===== config.mk =====
export PLATFORM = sky130hd
export DESIGN_NAME = edid_base_block_parser_unit
export DESIGN_NICKNAME = d
export VERILOG_FILES = /design/src/rtl/core/edid_pkg.sv /design/src/rtl/core/edid_parse.sv /design/src/rtl/core/edid_emit.sv /design/src/rtl/core/edid_base_block_parser_unit.sv
export SDC_FILE = /design/constraint.sdc
export NUM_CORES = 1
export LEC_CHECK = 0
export BUFFER_PORTS_ARGS = -buffer_cell sky130_fd_sc_hd__buf_2
export CAP_MARGIN = 20
export CORE_UTILIZATION = 48
export CTS_CLUSTER_DIAMETER = 120
export DETAILED_ROUTE_END_ITERATION = 10
export GPL_TIMING_DRIVEN = 1
export PLACE_DENSITY = 0.62
export SLEW_MARGIN = 25
export SYNTH_ARGS = -nofsm -noshare
export SYNTH_HDL_FRONTEND = slang
export SYNTH_SLANG_ARGS = --single-unit

===== constraint.sdc =====
create_clock -name clk_i -period 7.9 [get_ports clk_i]
set_input_delay 0.79 -clock clk_i [delete_from_list [all_inputs] [get_ports clk_i]]
set_output_delay 0.79 -clock clk_i [all_outputs]
set_load 0.05 [all_outputs]

===== src/rtl/core/edid_pkg.sv =====
// Shared types, constants and helpers of the EDID base block parser.
package edid_pkg;

  localparam int unsigned ByteW    = 8;
  localparam int unsigned PosW     = 7;
  localparam int unsigned TextLen  = 13;
  localparam int unsigned IdxW     = 4;
  localparam int unsigned OffW     = 5;

  localparam logic [PosW-1:0]  BlockLast = 7'd127;
  localparam logic [PosW-1:0]  HdrLen    = 7'd8;
  localparam logic [PosW-1:0]  VendHiPos = 7'd8;
  localparam logic [PosW-1:0]  VendLoPos = 7'd9;
  localparam logic [PosW-1:0]  ModelLoPos = 7'd10;
  localparam logic [PosW-1:0]  ModelHiPos = 7'd11;
  localparam logic [PosW-1:0]  DescStart = 7'd54;
  localparam logic [PosW-1:0]  DescEnd   = 7'd126;
  localparam logic [OffW-1:0]  DescLast  = 5'd17;
  localparam logic [OffW-1:0]  OffTag    = 5'd3;
  localparam logic [OffW-1:0]  OffText   = 5'd5;
  localparam logic [ByteW-1:0] TagName   = 8'hfc;
  localparam logic [ByteW-1:0] TagSerial = 8'hff;
  localparam logic [ByteW-1:0] NameEnd   = 8'h0a;
  localparam logic [IdxW-1:0]  TextLast  = 4'd12;
  localparam logic [IdxW-1:0]  TextCount = 4'd13;
  localparam logic [6:0]       CharBase  = 7'd64;

  typedef enum logic [1:0] {
    STATUS_OK      = 2'd0,
    STATUS_BAD_SUM = 2'd1,
    STATUS_BAD_HDR = 2'd2
  } status_e;

  typedef struct packed {
    logic [ByteW-1:0] edid_byte;
    logic             block_start;
  } in_req_t;

  typedef struct packed {
    status_e          status;
    logic [6:0]       vendor_char_first;
    logic [6:0]       vendor_char_second;
    logic [6:0]       vendor_char_third;
    logic [15:0]      model_number;
    logic             name_found;
    logic [IdxW-1:0]  char_index;
    logic [ByteW-1:0] name_char;
    logic             serial_found;
    logic [ByteW-1:0] serial_char;
    logic             run_last;
  } out_req_t;

  // Descriptor scan flags.
  typedef struct packed {
    logic prefix;
    logic name;
    logic serial;
  } desc_flags_t;

  // Everything the emitter needs to replay one finished block.
  typedef struct packed {
    status_e                      status;
    logic [6:0]                   vendor_char_first;
    logic [6:0]                   vendor_char_second;
    logic [6:0]                   vendor_char_third;
    logic [15:0]                  model_number;
    logic                         name_found;
    logic                         serial_found;
    logic [TextLen-1:0][ByteW-1:0] name_chars;
    logic [TextLen-1:0][ByteW-1:0] serial_chars;
  } snap_t;

  // Expected header byte: 00 ff ff ff ff ff ff 00.
  function automatic logic [ByteW-1:0] hdr_byte(input logic [2:0] pos);
    logic [ByteW-1:0] val;
    begin
      val = (pos == 3'd0 || pos == 3'd7) ? 8'h00 : 8'hff;
      return val;
    end
  endfunction

endpackage


===== src/rtl/core/edid_parse.sv =====
// Per-byte parse state of the EDID base block and the end-of-block snapshot.
module edid_parse
  import edid_pkg::*;
(
  input  logic    clk_i,
  input  logic    rst_ni,
  input  logic    accept_i,
  input  in_req_t req_i,
  output logic    at_last_o,
  output logic    done_o,
  output snap_t   snap_o
);

  logic [PosW-1:0]               pos_q, pos_d;
  logic [ByteW-1:0]              sum_q, sum_d;
  logic                          hdr_ok_q, hdr_ok_d;
  logic [15:0]                   vend_q, vend_d;
  logic [15:0]                   model_q, model_d;
  desc_flags_t                   flags_q, flags_d;
  logic [OffW-1:0]               off_q, off_d;
  logic [TextLen-1:0][ByteW-1:0] name_q, name_d;
  logic                          name_term_q, name_term_d;
  logic                          name_seen_q, name_seen_d;
  logic [TextLen-1:0][ByteW-1:0] serial_q, serial_d;
  logic                          serial_seen_q, serial_seen_d;

  logic [PosW-1:0]  pos;
  logic [OffW-1:0]  off;
  logic [IdxW-1:0]  k;
  logic [ByteW-1:0] b;
  logic             clr;
  status_e          status;

  assign b         = req_i.edid_byte;
  assign clr       = req_i.block_start;
  assign at_last_o = (pos_q == BlockLast);

  always_comb begin
    // A block start restarts from the reset state before this byte applies.
    pos           = clr ? '0 : pos_q;
    sum_d         = clr ? '0 : sum_q;
    hdr_ok_d      = clr ? 1'b1 : hdr_ok_q;
    vend_d        = clr ? '0 : vend_q;
    model_d       = clr ? '0 : model_q;
    flags_d       = clr ? '0 : flags_q;
    name_d        = clr ? '0 : name_q;
    name_term_d   = clr ? 1'b0 : name_term_q;
    name_seen_d   = clr ? 1'b0 : name_seen_q;
    serial_d      = clr ? '0 : serial_q;
    serial_seen_d = clr ? 1'b0 : serial_seen_q;
    off_d         = off_q;
    off           = '0;
    k             = '0;

    sum_d = sum_d + b;
    if (pos < HdrLen && b != hdr_byte(pos[2:0])) begin
      hdr_ok_d = 1'b0;
    end
    if (pos == VendHiPos)  vend_d[15:8]  = b;
    if (pos == VendLoPos)  vend_d[7:0]   = b;
    if (pos == ModelLoPos) model_d[7:0]  = b;
    if (pos == ModelHiPos) model_d[15:8] = b;

    if (pos >= DescStart && pos < DescEnd) begin
      off   = (pos == DescStart) ? '0 : off_q;
      off_d = (off == DescLast) ? '0 : off + 5'd1;
      k     = 4'(off - OffText);
      if (off == '0) begin
        flags_d        = '0;
        flags_d.prefix = !serial_seen_d && (b == '0);
      end else if (off == 5'd1 || off == 5'd2) begin
        if (b != '0) flags_d.prefix = 1'b0;
      end else if (off == OffTag) begin
        if (!serial_seen_d && flags_d.prefix) begin
          if (b == TagName) begin
            flags_d.name = 1'b1;
            name_seen_d  = 1'b1;
            name_term_d  = 1'b0;
          end else if (b == TagSerial) begin
            flags_d.serial = 1'b1;
            serial_seen_d  = 1'b1;
          end
        end
      end else if (off >= OffText) begin
        if (flags_d.name) begin
          if (name_term_d) begin
            name_d[k] = '0;
          end else if (b == NameEnd) begin
            name_d[k]   = '0;
            name_term_d = 1'b1;
          end else begin
            name_d[k] = b;
          end
        end else if (flags_d.serial) begin
          serial_d[k] = b;
        end
      end
    end

    if (sum_d != '0) begin
      status = STATUS_BAD_SUM;
    end else if (!hdr_ok_d) begin
      status = STATUS_BAD_HDR;
    end else begin
      status = STATUS_OK;
    end

    snap_o = '0;
    snap_o.status = status;
    if (status == STATUS_OK) begin
      snap_o.vendor_char_first  = CharBase + {2'b00, vend_d[14:10]};
      snap_o.vendor_char_second = CharBase + {2'b00, vend_d[9:8], vend_d[7:5]};
      snap_o.vendor_char_third  = CharBase + {2'b00, vend_d[4:0]};
      snap_o.model_number       = model_d;
      snap_o.name_found         = name_seen_d;
      snap_o.serial_found       = serial_seen_d;
      snap_o.name_chars         = name_d;
      snap_o.serial_chars       = serial_d;
    end

    done_o = accept_i && (pos == BlockLast);
    pos_d  = pos + 7'd1;

    // The last byte closes the block: everything returns to reset.
    if (pos == BlockLast) begin
      pos_d         = '0;
      sum_d         = '0;
      hdr_ok_d      = 1'b1;
      vend_d        = '0;
      model_d       = '0;
      flags_d       = '0;
      name_d        = '0;
      name_term_d   = 1'b0;
      name_seen_d   = 1'b0;
      serial_d      = '0;
      serial_seen_d = 1'b0;
    end
  end

  always_ff @(posedge clk_i or negedge rst_ni) begin
    if (!rst_ni) begin
      pos_q         <= '0;
      sum_q         <= '0;
      hdr_ok_q      <= 1'b1;
      vend_q        <= '0;
      model_q       <= '0;
      flags_q       <= '0;
      off_q         <= '0;
      name_q        <= '0;
      name_term_q   <= 1'b0;
      name_seen_q   <= 1'b0;
      serial_q      <= '0;
      serial_seen_q <= 1'b0;
    end else if (accept_i) begin
      pos_q         <= pos_d;
      sum_q         <= sum_d;
      hdr_ok_q      <= hdr_ok_d;
      vend_q        <= vend_d;
      model_q       <= model_d;
      flags_q       <= flags_d;
      off_q         <= off_d;
      name_q        <= name_d;
      name_term_q   <= name_term_d;
      name_seen_q   <= name_seen_d;
      serial_q      <= serial_d;
      serial_seen_q <= serial_seen_d;
    end
  end

endmodule


===== src/rtl/core/edid_emit.sv =====
// Snapshot buffer and result sequencer with the output register.
module edid_emit
  import edid_pkg::*;
(
  input  logic     clk_i,
  input  logic     rst_ni,
  input  logic     load_i,
  input  snap_t    snap_i,
  output logic     busy_o,
  output logic     out_valid_o,
  input  logic     out_ready_i,
  output out_req_t out_req_o
);

  snap_t           buf_q;
  logic [IdxW-1:0] rem_q, rem_d;
  logic [IdxW-1:0] idx_q, idx_d;
  logic            out_valid_q, out_valid_d;
  out_req_t        out_q, out_d;
  logic            adv;

  assign busy_o = (rem_q != '0);
  assign adv    = busy_o && (!out_valid_q || out_ready_i);

  always_comb begin
    rem_d       = rem_q;
    idx_d       = idx_q;
    out_valid_d = out_valid_q;
    out_d       = out_q;
    if (load_i) begin
      rem_d = (snap_i.status == STATUS_OK) ? TextCount : 4'd1;
      idx_d = '0;
    end else if (adv) begin
      rem_d = rem_q - 4'd1;
      idx_d = idx_q + 4'd1;
    end
    if (adv) begin
      out_valid_d              = 1'b1;
      out_d.status             = buf_q.status;
      out_d.vendor_char_first  = buf_q.vendor_char_first;
      out_d.vendor_char_second = buf_q.vendor_char_second;
      out_d.vendor_char_third  = buf_q.vendor_char_third;
      out_d.model_number       = buf_q.model_number;
      out_d.name_found         = buf_q.name_found;
      out_d.char_index         = idx_q;
      out_d.name_char          = buf_q.name_chars[idx_q];
      out_d.serial_found       = buf_q.serial_found;
      out_d.serial_char        = buf_q.serial_chars[idx_q];
      out_d.run_last           = (rem_q == 4'd1);
    end else if (out_ready_i) begin
      out_valid_d = 1'b0;
    end
  end

  always_ff @(posedge clk_i or negedge rst_ni) begin
    if (!rst_ni) begin
      rem_q       <= '0;
      idx_q       <= '0;
      out_valid_q <= 1'b0;
    end else begin
      rem_q       <= rem_d;
      idx_q       <= idx_d;
      out_valid_q <= out_valid_d;
    end
  end

  always_ff @(posedge clk_i) begin
    if (load_i) begin
      buf_q <= snap_i;
    end
    out_q <= out_d;
  end

  assign out_valid_o = out_valid_q;
  assign out_req_o   = out_q;

  a_load_idle: assert property (@(posedge clk_i) disable iff (!rst_ni)
    load_i |-> (rem_q == '0))
    else $error("snapshot loaded while a run is still pending");

  a_rem_range: assert property (@(posedge clk_i) disable iff (!rst_ni)
    rem_q <= TextCount)
    else $error("result count out of range");

  a_last_index: assert property (@(posedge clk_i) disable iff (!rst_ni)
    (out_valid_q && out_q.run_last && out_q.status == STATUS_OK) |->
      (out_q.char_index == TextLast))
    else $error("run ended before the last character");

  a_fail_single: assert property (@(posedge clk_i) disable iff (!rst_ni)
    (out_valid_q && out_q.status != STATUS_OK) |-> out_q.run_last)
    else $error("failure result not marked as last");

endmodule


===== src/rtl/core/edid_base_block_parser_unit.sv =====
// Top level of the EDID base block parser.
//
// Requests enter on the in_* channel, one EDID byte each, with block_start
// marking byte 0 of a block. Every byte updates the parse state in the cycle
// it is accepted, so the input takes one byte per clock while in_ready_o is
// high. After byte 127 the block state is cleared on its own, and the next
// byte counts as byte 0. On byte 127 the finished block is copied into a
// snapshot buffer, from which the first result is registered onto the out_*
// channel; further results follow one per cycle while out_ready_i is high: one
// failure result (bad checksum, else bad header) or thirteen results with the
// name and serial characters, the last carrying run_last.
// A stalled receiver holds the output register; the next block's bytes are
// still taken. Only the byte that arrives at position 127 of a following
// block waits, with in_ready_o low, until the previous run has left the
// snapshot buffer; this holds even when that byte carries block_start. The
// sustained rate is one byte per cycle whenever the receiver keeps up.
// Reset (rst_ni low, asynchronous) empties the output and returns the parse
// state to byte 0 with a cleared checksum and a passing header check.
module edid_base_block_parser_unit
  import edid_pkg::*;
(
  input  logic     clk_i,
  input  logic     rst_ni,
  input  logic     in_valid_i,
  output logic     in_ready_o,
  input  in_req_t  in_req_i,
  output logic     out_valid_o,
  input  logic     out_ready_i,
  output out_req_t out_req_o
);

  logic  accept;
  logic  at_last;
  logic  done;
  logic  busy;
  snap_t snap;

  // Hold off only a block-closing byte while the previous run is pending.
  assign in_ready_o = !(busy && at_last);
  assign accept     = in_valid_i && in_ready_o;

  edid_parse u_parse (
    .clk_i     (clk_i),
    .rst_ni    (rst_ni),
    .accept_i  (accept),
    .req_i     (in_req_i),
    .at_last_o (at_last),
    .done_o    (done),
    .snap_o    (snap)
  );

  edid_emit u_emit (
    .clk_i       (clk_i),
    .rst_ni      (rst_ni),
    .load_i      (done),
    .snap_i      (snap),
    .busy_o      (busy),
    .out_valid_o (out_valid_o),
    .out_ready_i (out_ready_i),
    .out_req_o   (out_req_o)
  );

endmodule


Word level (Yosys, flattened, before mapping)

Index checks and enable logic that the tools add are counted.

$add $sub $neg: 9
Mux-type cells: 95
Bitwise logic cells: 2
Order comparisons: 7
Equality and inequality tests: 17
Reductions and logical operators: 25

Operator list:

| cell                  | count |
|---|---|
| $mux W104             | 19 |
| $bwmux W104           | 2 |
| $and A104 B104 Y104   | 1 |
| $not A104 Y104        | 1 |
| $mux W8               | 9 |
| $bmux W8 S4           | 2 |
| $mux W1               | 39 |
| $demux W8 S4          | 1 |
| $mux W16              | 2 |
| $mux W15              | 2 |
| $eq A7 B4 Y1 const B  | 4 |
| $add A7 B5 Y7 const A | 3 |
| $mux W7               | 3 |
| $mux W4               | 5 |
| $eq A8 B8 Y1 const B  | 2 |
| $reduce_bool A8 Y1    | 2 |
| $eq A7 B7 Y1 const B  | 2 |
| $mux W3               | 4 |
| $eq A5 B2 Y1 const B  | 2 |
| $lt A4 B5 Y1 const B  | 2 |
| $mux W2               | 5 |
| $mux W5               | 2 |
| $logic_and A1 B1 Y1   | 9 |
| $add A8 B8 Y8         | 1 |
| other kinds (26)      | 31 |

Input bits: 13
Logic and storage cells: 240
Output and inout port bits: 64
Register bits after elaboration: 586

Logic depth before layout (Yosys ltp)

Depth in word-level cells: 19
Mapped depth: 17
Gate-level depth less buffers: 11

Hierarchy

A second synthesis with hierarchy kept.

Cell total of the unflattened synthesis: 2411
Area total of the unflattened synthesis: 27888.0 um^2

Modules (own cells, without submodules):

| module                      | area an instance (um^2) | cells an instance | times used | seq. area each (um^2) |
|---|---|---|---|---|
| edid_parse                  | 16258.1                 | 1858              | 1          | 6657.6 |
| edid_emit                   | 11618.6                 | 551               | 1          | 9564.2 |
| edid_base_block_parser_unit | 11.3                    | 2                 | 1          | 0.0 |

Worst setup path before layout

Ideal clock, no wire load.

Path kind: input -> register
From: input port in_req_i[0] (netlist name)
To: register u_parse.serial_q[34] (netlist name)
Buffers on the path: 7
Stages: 17
Setup time: 0.123 ns
Arrival time: 6.562 ns
Required time: 7.777 ns
Setup slack: 1.215 ns
Path through: clkbuf_2 -> clkinv_1 -> clkbuf_1 -> clkbuf_1 -> nand2_1 -> inv_1 -> ha_1 -> and3_1 -> clkbuf_1 -> and4_1 -> clkbuf_1 -> and3_1 -> buf_2 -> buf_2 -> nor3_1 -> o21ai_0 -> nand2_1

Longest elaborated chain between the ends: 17
Elaborated cells between the ends (all ways): 30
Those cells by class: add/sub: 1; order compare: 5; eq/ne: 5; mux: 15; reduce/logical: 4

Ends and longest elaborated chain:

| element                                                                   | RTL line                          | text |
|---|---|---|
| start, declared                                                           | edid_base_block_parser_unit.sv:26 | `input in_req_t in_req_i,` |
| $mux W7                                                                   | edid_parse.sv:40                  | `pos = clr ? '0 : pos_q;` |
| $eq A7 B6 Y1                                                              | edid_parse.sv:65                  | `off = (pos == DescStart) ? '0 : off_q;` |
| $mux W5                                                                   | edid_parse.sv:65                  |  |
| $sub A4 B3 Y4                                                             | edid_parse.sv:67                  | `k = 4'(off - OffText);` |
| $lt A4 B5 Y1 (implied by the code) / $ge A4 B1 Y1 (equally long branches) | edid_parse.sv:95                  | `serial_d[k] = b;` |
| $logic_and A1 B1 Y1 (implied by the code)                                 | edid_parse.sv:95                  |  |
| $mux W8 (implied by the code)                                             | edid_parse.sv:95                  |  |
| $demux W8 S4                                                              | n/a                               |  |
| $bwmux W104                                                               | edid_parse.sv:95                  |  |
| $mux W104                                                                 | edid_parse.sv:94                  | `end else if (flags_d.serial) begin` |
| $mux W104                                                                 | edid_parse.sv:85                  | `if (flags_d.name) begin` |
| $mux W104                                                                 | edid_parse.sv:84                  | `end else if (off >= OffText) begin` |
| $mux W104                                                                 | edid_parse.sv:73                  | `end else if (off == OffTag) begin` |
| $mux W104                                                                 | edid_parse.sv:71                  | `end else if (off == 5'd1 \|\| off == 5'd2) begin` |
| $mux W104                                                                 | edid_parse.sv:68                  | `if (off == '0) begin` |
| $mux W104                                                                 | edid_parse.sv:64                  | `if (pos >= DescStart && pos < DescEnd) begin` |
| $mux W104 (*)                                                             | edid_parse.sv:125                 | `if (pos == BlockLast) begin` |
| end signal, assigned                                                      | edid_parse.sv:165                 | `serial_q <= serial_d;` |
| end, declared                                                             | edid_parse.sv:24                  | `logic [TextLen-1:0][ByteW-1:0] serial_q, serial_d;` |

Every way passes the cells marked *; elsewhere a longest branch is shown, timed or not.
A chain may end at the register's enable or synchronous reset.

Worst setup path after layout

From: input port in_req_i[0] (netlist name)
To: register u_emit.buf_q[219] (netlist name) (enable)

Longest elaborated chain between the ends: 3

Ends and longest elaborated chain:

| element              | RTL line          | text |
|---|---|---|
| $mux W7              | edid_parse.sv:40  |  |
| $eq A7 B7 Y1         | edid_parse.sv:121 | `done_o = accept_i && (pos == BlockLast);` |
| $logic_and A1 B1 Y1  | edid_parse.sv:121 |  |
| end signal, assigned | edid_emit.sv:69   | `buf_q <= snap_i;` |
| end, declared        | edid_emit.sv:15   | `snap_t buf_q;` |

No other way between the ends.

==> out/metrics.csv <==
metric,value,unit
DR vias,21788,
Starting Density,0.4894,
first-pass GRT wire length,130900,um
CP endpoint kind,flop,
status,completed,
crit-path cells,"buf_2, inv_4, nand2_1, inv_1, ha_1, and3_1, and4_1, and3_4, buf_12",
design area,30650,sq um
Final min period,4.687,ns
Crit path required time,8.15,ns
Root Driver,clkbuf_16,
First DRT Iteration DRCs,2897,
Mapped Area,27810,sq um
post-synthesis sequential area ratio,0.5726,
Final Wtd Congestion,0.9022,
worst path arrival time,4.93,ns
kind of critical path,in2reg,
maxcap violations,0,
cts hold-fix bufs,0,
Final Util,0.5395,
leak pwr,0.009934,uW
Worst Path Buf+Inv,4,
later-pin clock latency in the skew report,0.64,ns
clock-pin slew on the worst setup and hold paths,0.06,ns
pwr/cell area,243.9,nW/um^2
"flops & latches, synth",576,
Hold WC Path Type,in2async,
Die Y,242.7,um
layout cells sized above 1,0.1320,
vias in the first global route,20664,
CP top delay family,buffers and inverters,
post-CTS setup buffer count,0,
"EDFF count, synth",301,
CP Max Fanout,131,
Setup Skew,0.02158,ns
Synth top area share,0.3251,
TritonCTS Buffers,61,
hpwl dp,53890,um
Fillers,4859,
I/O Pins,77,
clock tree buffer depth,3,
non-filler cells in the finished layout,3309,
Layout Nets,2535,
"Slowest-stage cell, CP",inv_4,
core area,56820,sq um
worst relative slew slack,0.2814,
vias per cell,6.584,
Buffers on Ports,73,
fin. max-slew vios,0,
ANT nets after route,0,
initial antenna violation count,1,
Initial DRT Pass Iterations,7,
cell taking the most area after synthesis,edfxtp_1,
"Distinct cells, synth",82,
DRC Markers,0,
Slew @ Worst Pin,1.078,ns
Critical Path Source Type,input port,
RSZ-0062 raised after global routing,false,
Sink Count,576,
antenna cells,0,
top_reg_cell synth,edfxtp_1,
Fin. Hold Viols,0,
synth warn,0,
Post-Synthesis Cells,2540,
area grow syn2layout,10.24,%
dominant cells by area after synthesis,"edfxtp_1, dfrtp_1, nand2_1, a21oi_1, mux4_2",
period utilization,0.5932,
wire per inst,26.04,um
Syn Area/Cell,10.95,sq um
final wirelength,86170,um
"Cell Area, Placed",28650,sq um
die area,58900,sq um
"Setup violations, final",0,
Worst path max stage delay,0.77,ns
CTS tree,built,
GR Overflow Total,0,
depth of the CTS H-tree,2,
largest net degree at the start of global routing,233,
cell total after placement,3193,
Fin Setup TNS,0,ns
post-CTS resize count,0,
worst vdd ir,0.1867,mV
Post-synth ARST share,0.4774,
Die X,242.7,um
# rows,87,
Max Clk Rate,213.4,MHz
GRT Util Overall,0.2905,
-- synthesized netlist by cell type (17+ instances only) --
| master | number |
|---|---|
| nand2_1 | 340 |
| edfxtp_1 | 301 |
| dfrtp_1 | 274 |
| a21oi_1 | 247 |
| nand3_1 | 198 |
| clkbuf_1 | 149 |
| o21ai_0 | 146 |
| o2bb2ai_1 | 109 |
| nor2_1 | 97 |
| nor3_1 | 49 |
| mux4_2 | 48 |
| and3_1 | 42 |
| buf_2 | 37 |
| mux2i_1 | 32 |
| a32o_1 | 29 |
| a211oi_1 | 25 |
| inv_1 | 25 |
| a22oi_1 | 23 |
| nand2b_1 | 22 |
| buf_1 | 20 |
| ha_1 | 20 |
| a31oi_1 | 18 |
| and2_1 | 17 |
-- routing by layer --
metal,vias up,share of wire,track usage
met2,1203,0.45,0.4354
met3,191,0.099,0.05341
li1,9437,-,-
met1,10957,0.42,0.4246
met5,-,0,0
met4,0,0.031,0.09970
-- placed cells by master (no fill, tap or decap), types with 12 or more instances in the layout --
cell type    n
a21oi_1    246
buf_4       42
nor2b_1     16
nor2_1      94
a22oi_1     23
inv_1       25
or3b_2      16
a22o_1      16
nand2_1    340
and3_1      41
nand3_1    198
o31ai_1     15
mux4_2      48
clkbuf_16   62
nor3_1      47
nand4_1     13
o21ai_2     13
a32oi_1     16
a211oi_1    25
dfrtp_1    272
a32o_1      29
ha_1        20
nand2b_1    22
clkbuf_1    22
mux2i_1     32
o2bb2ai_1  109
buf_2       72
o21ai_0    146
a31oi_1     17
edfxtp_1   301
and2_1      17
o21ai_1     12
-- final cells by class --
type / count / area, sq um / area share
Clock buffer: 90 / 1717 / 0.05600
Clock inverter: 25 / 237.7 / 0.007755
Inverter: 26 / 100.1 / 0.003265
Multi-Input combinational cell: 1717 / 10950 / 0.3572
Sequential cell: 576 / 15930 / 0.5196
Tap cell: 756 / 945.9 / 0.03086
Timing Repair Buffer: 119 / 778.2 / 0.02539
-- where the power goes --
part           switching, uW  internal, uW
registers               92.9          3300
logic                    900           330
clock network           1220          1630
total                   2220          5260
-- stage by stage --
step	hold slack (ns)	power [uW]	setup slack (ns)
6_report	0.1060	7477	3.213
5_1_grt	0.1596	7701	3.007
4_1_cts	0.1488	7504	3.100
3_5_place_dp	0.4045	4686	2.523
3_3_place_gp	0.4005	4676	2.536
2_1_floorplan	0.4003	4299	1.215
-- worst paths after layout --
path	start	end	slack, ns	cells after the start
min	rst_ni	u_parse.serial_q[38]	0.11	1
min in group clk_i	u_emit.buf_q[219]	u_emit.out_req_o[32]	0.40	0
max reg2reg	u_parse.pos_q[6]	u_parse.serial_q[75]	3.25	11
max in group asynchronous	rst_ni	u_parse.name_q[78]	6.39	2
max	in_req_i[0]	u_emit.buf_q[219]	3.21	9
min reg2reg	u_emit.buf_q[219]	u_emit.out_req_o[32]	0.40	0
-- cells by family (layout without fill, tap and decap cells) --
kind of cell	after synthesis	count (layout)	synth area share
xor+xnor	16	16	0.005040
other cells	1	3	0.0001349
buf+inv	249	260	0.03829
fa+ha+maj	21	21	0.009719
flops	576	576	0.5726
simple gates	864	864	0.1499
compound gates	733	733	0.1739
mux	80	80	0.05040
-- registers in the layout, summed over array words and instances (netlist names) --
name                   count
u_parse.sum_q              8
u_emit.out_req_o          57
u_parse.name_seen_q        1
u_parse.pos_q              7
u_parse.flags_q            3
u_parse.off_q              5
u_parse.model_q           16
u_parse.serial_q         104
u_parse.name_q           104
u_emit.idx_q               4
u_emit.buf_q             244
u_emit.rem_q               4
u_parse.vend_q            15
u_parse.hdr_ok_q           1
u_emit.out_valid_o         1
u_parse.serial_seen_q      1
u_parse.name_term_q        1
Note: power is estimated with default switching activity, not from simulation.
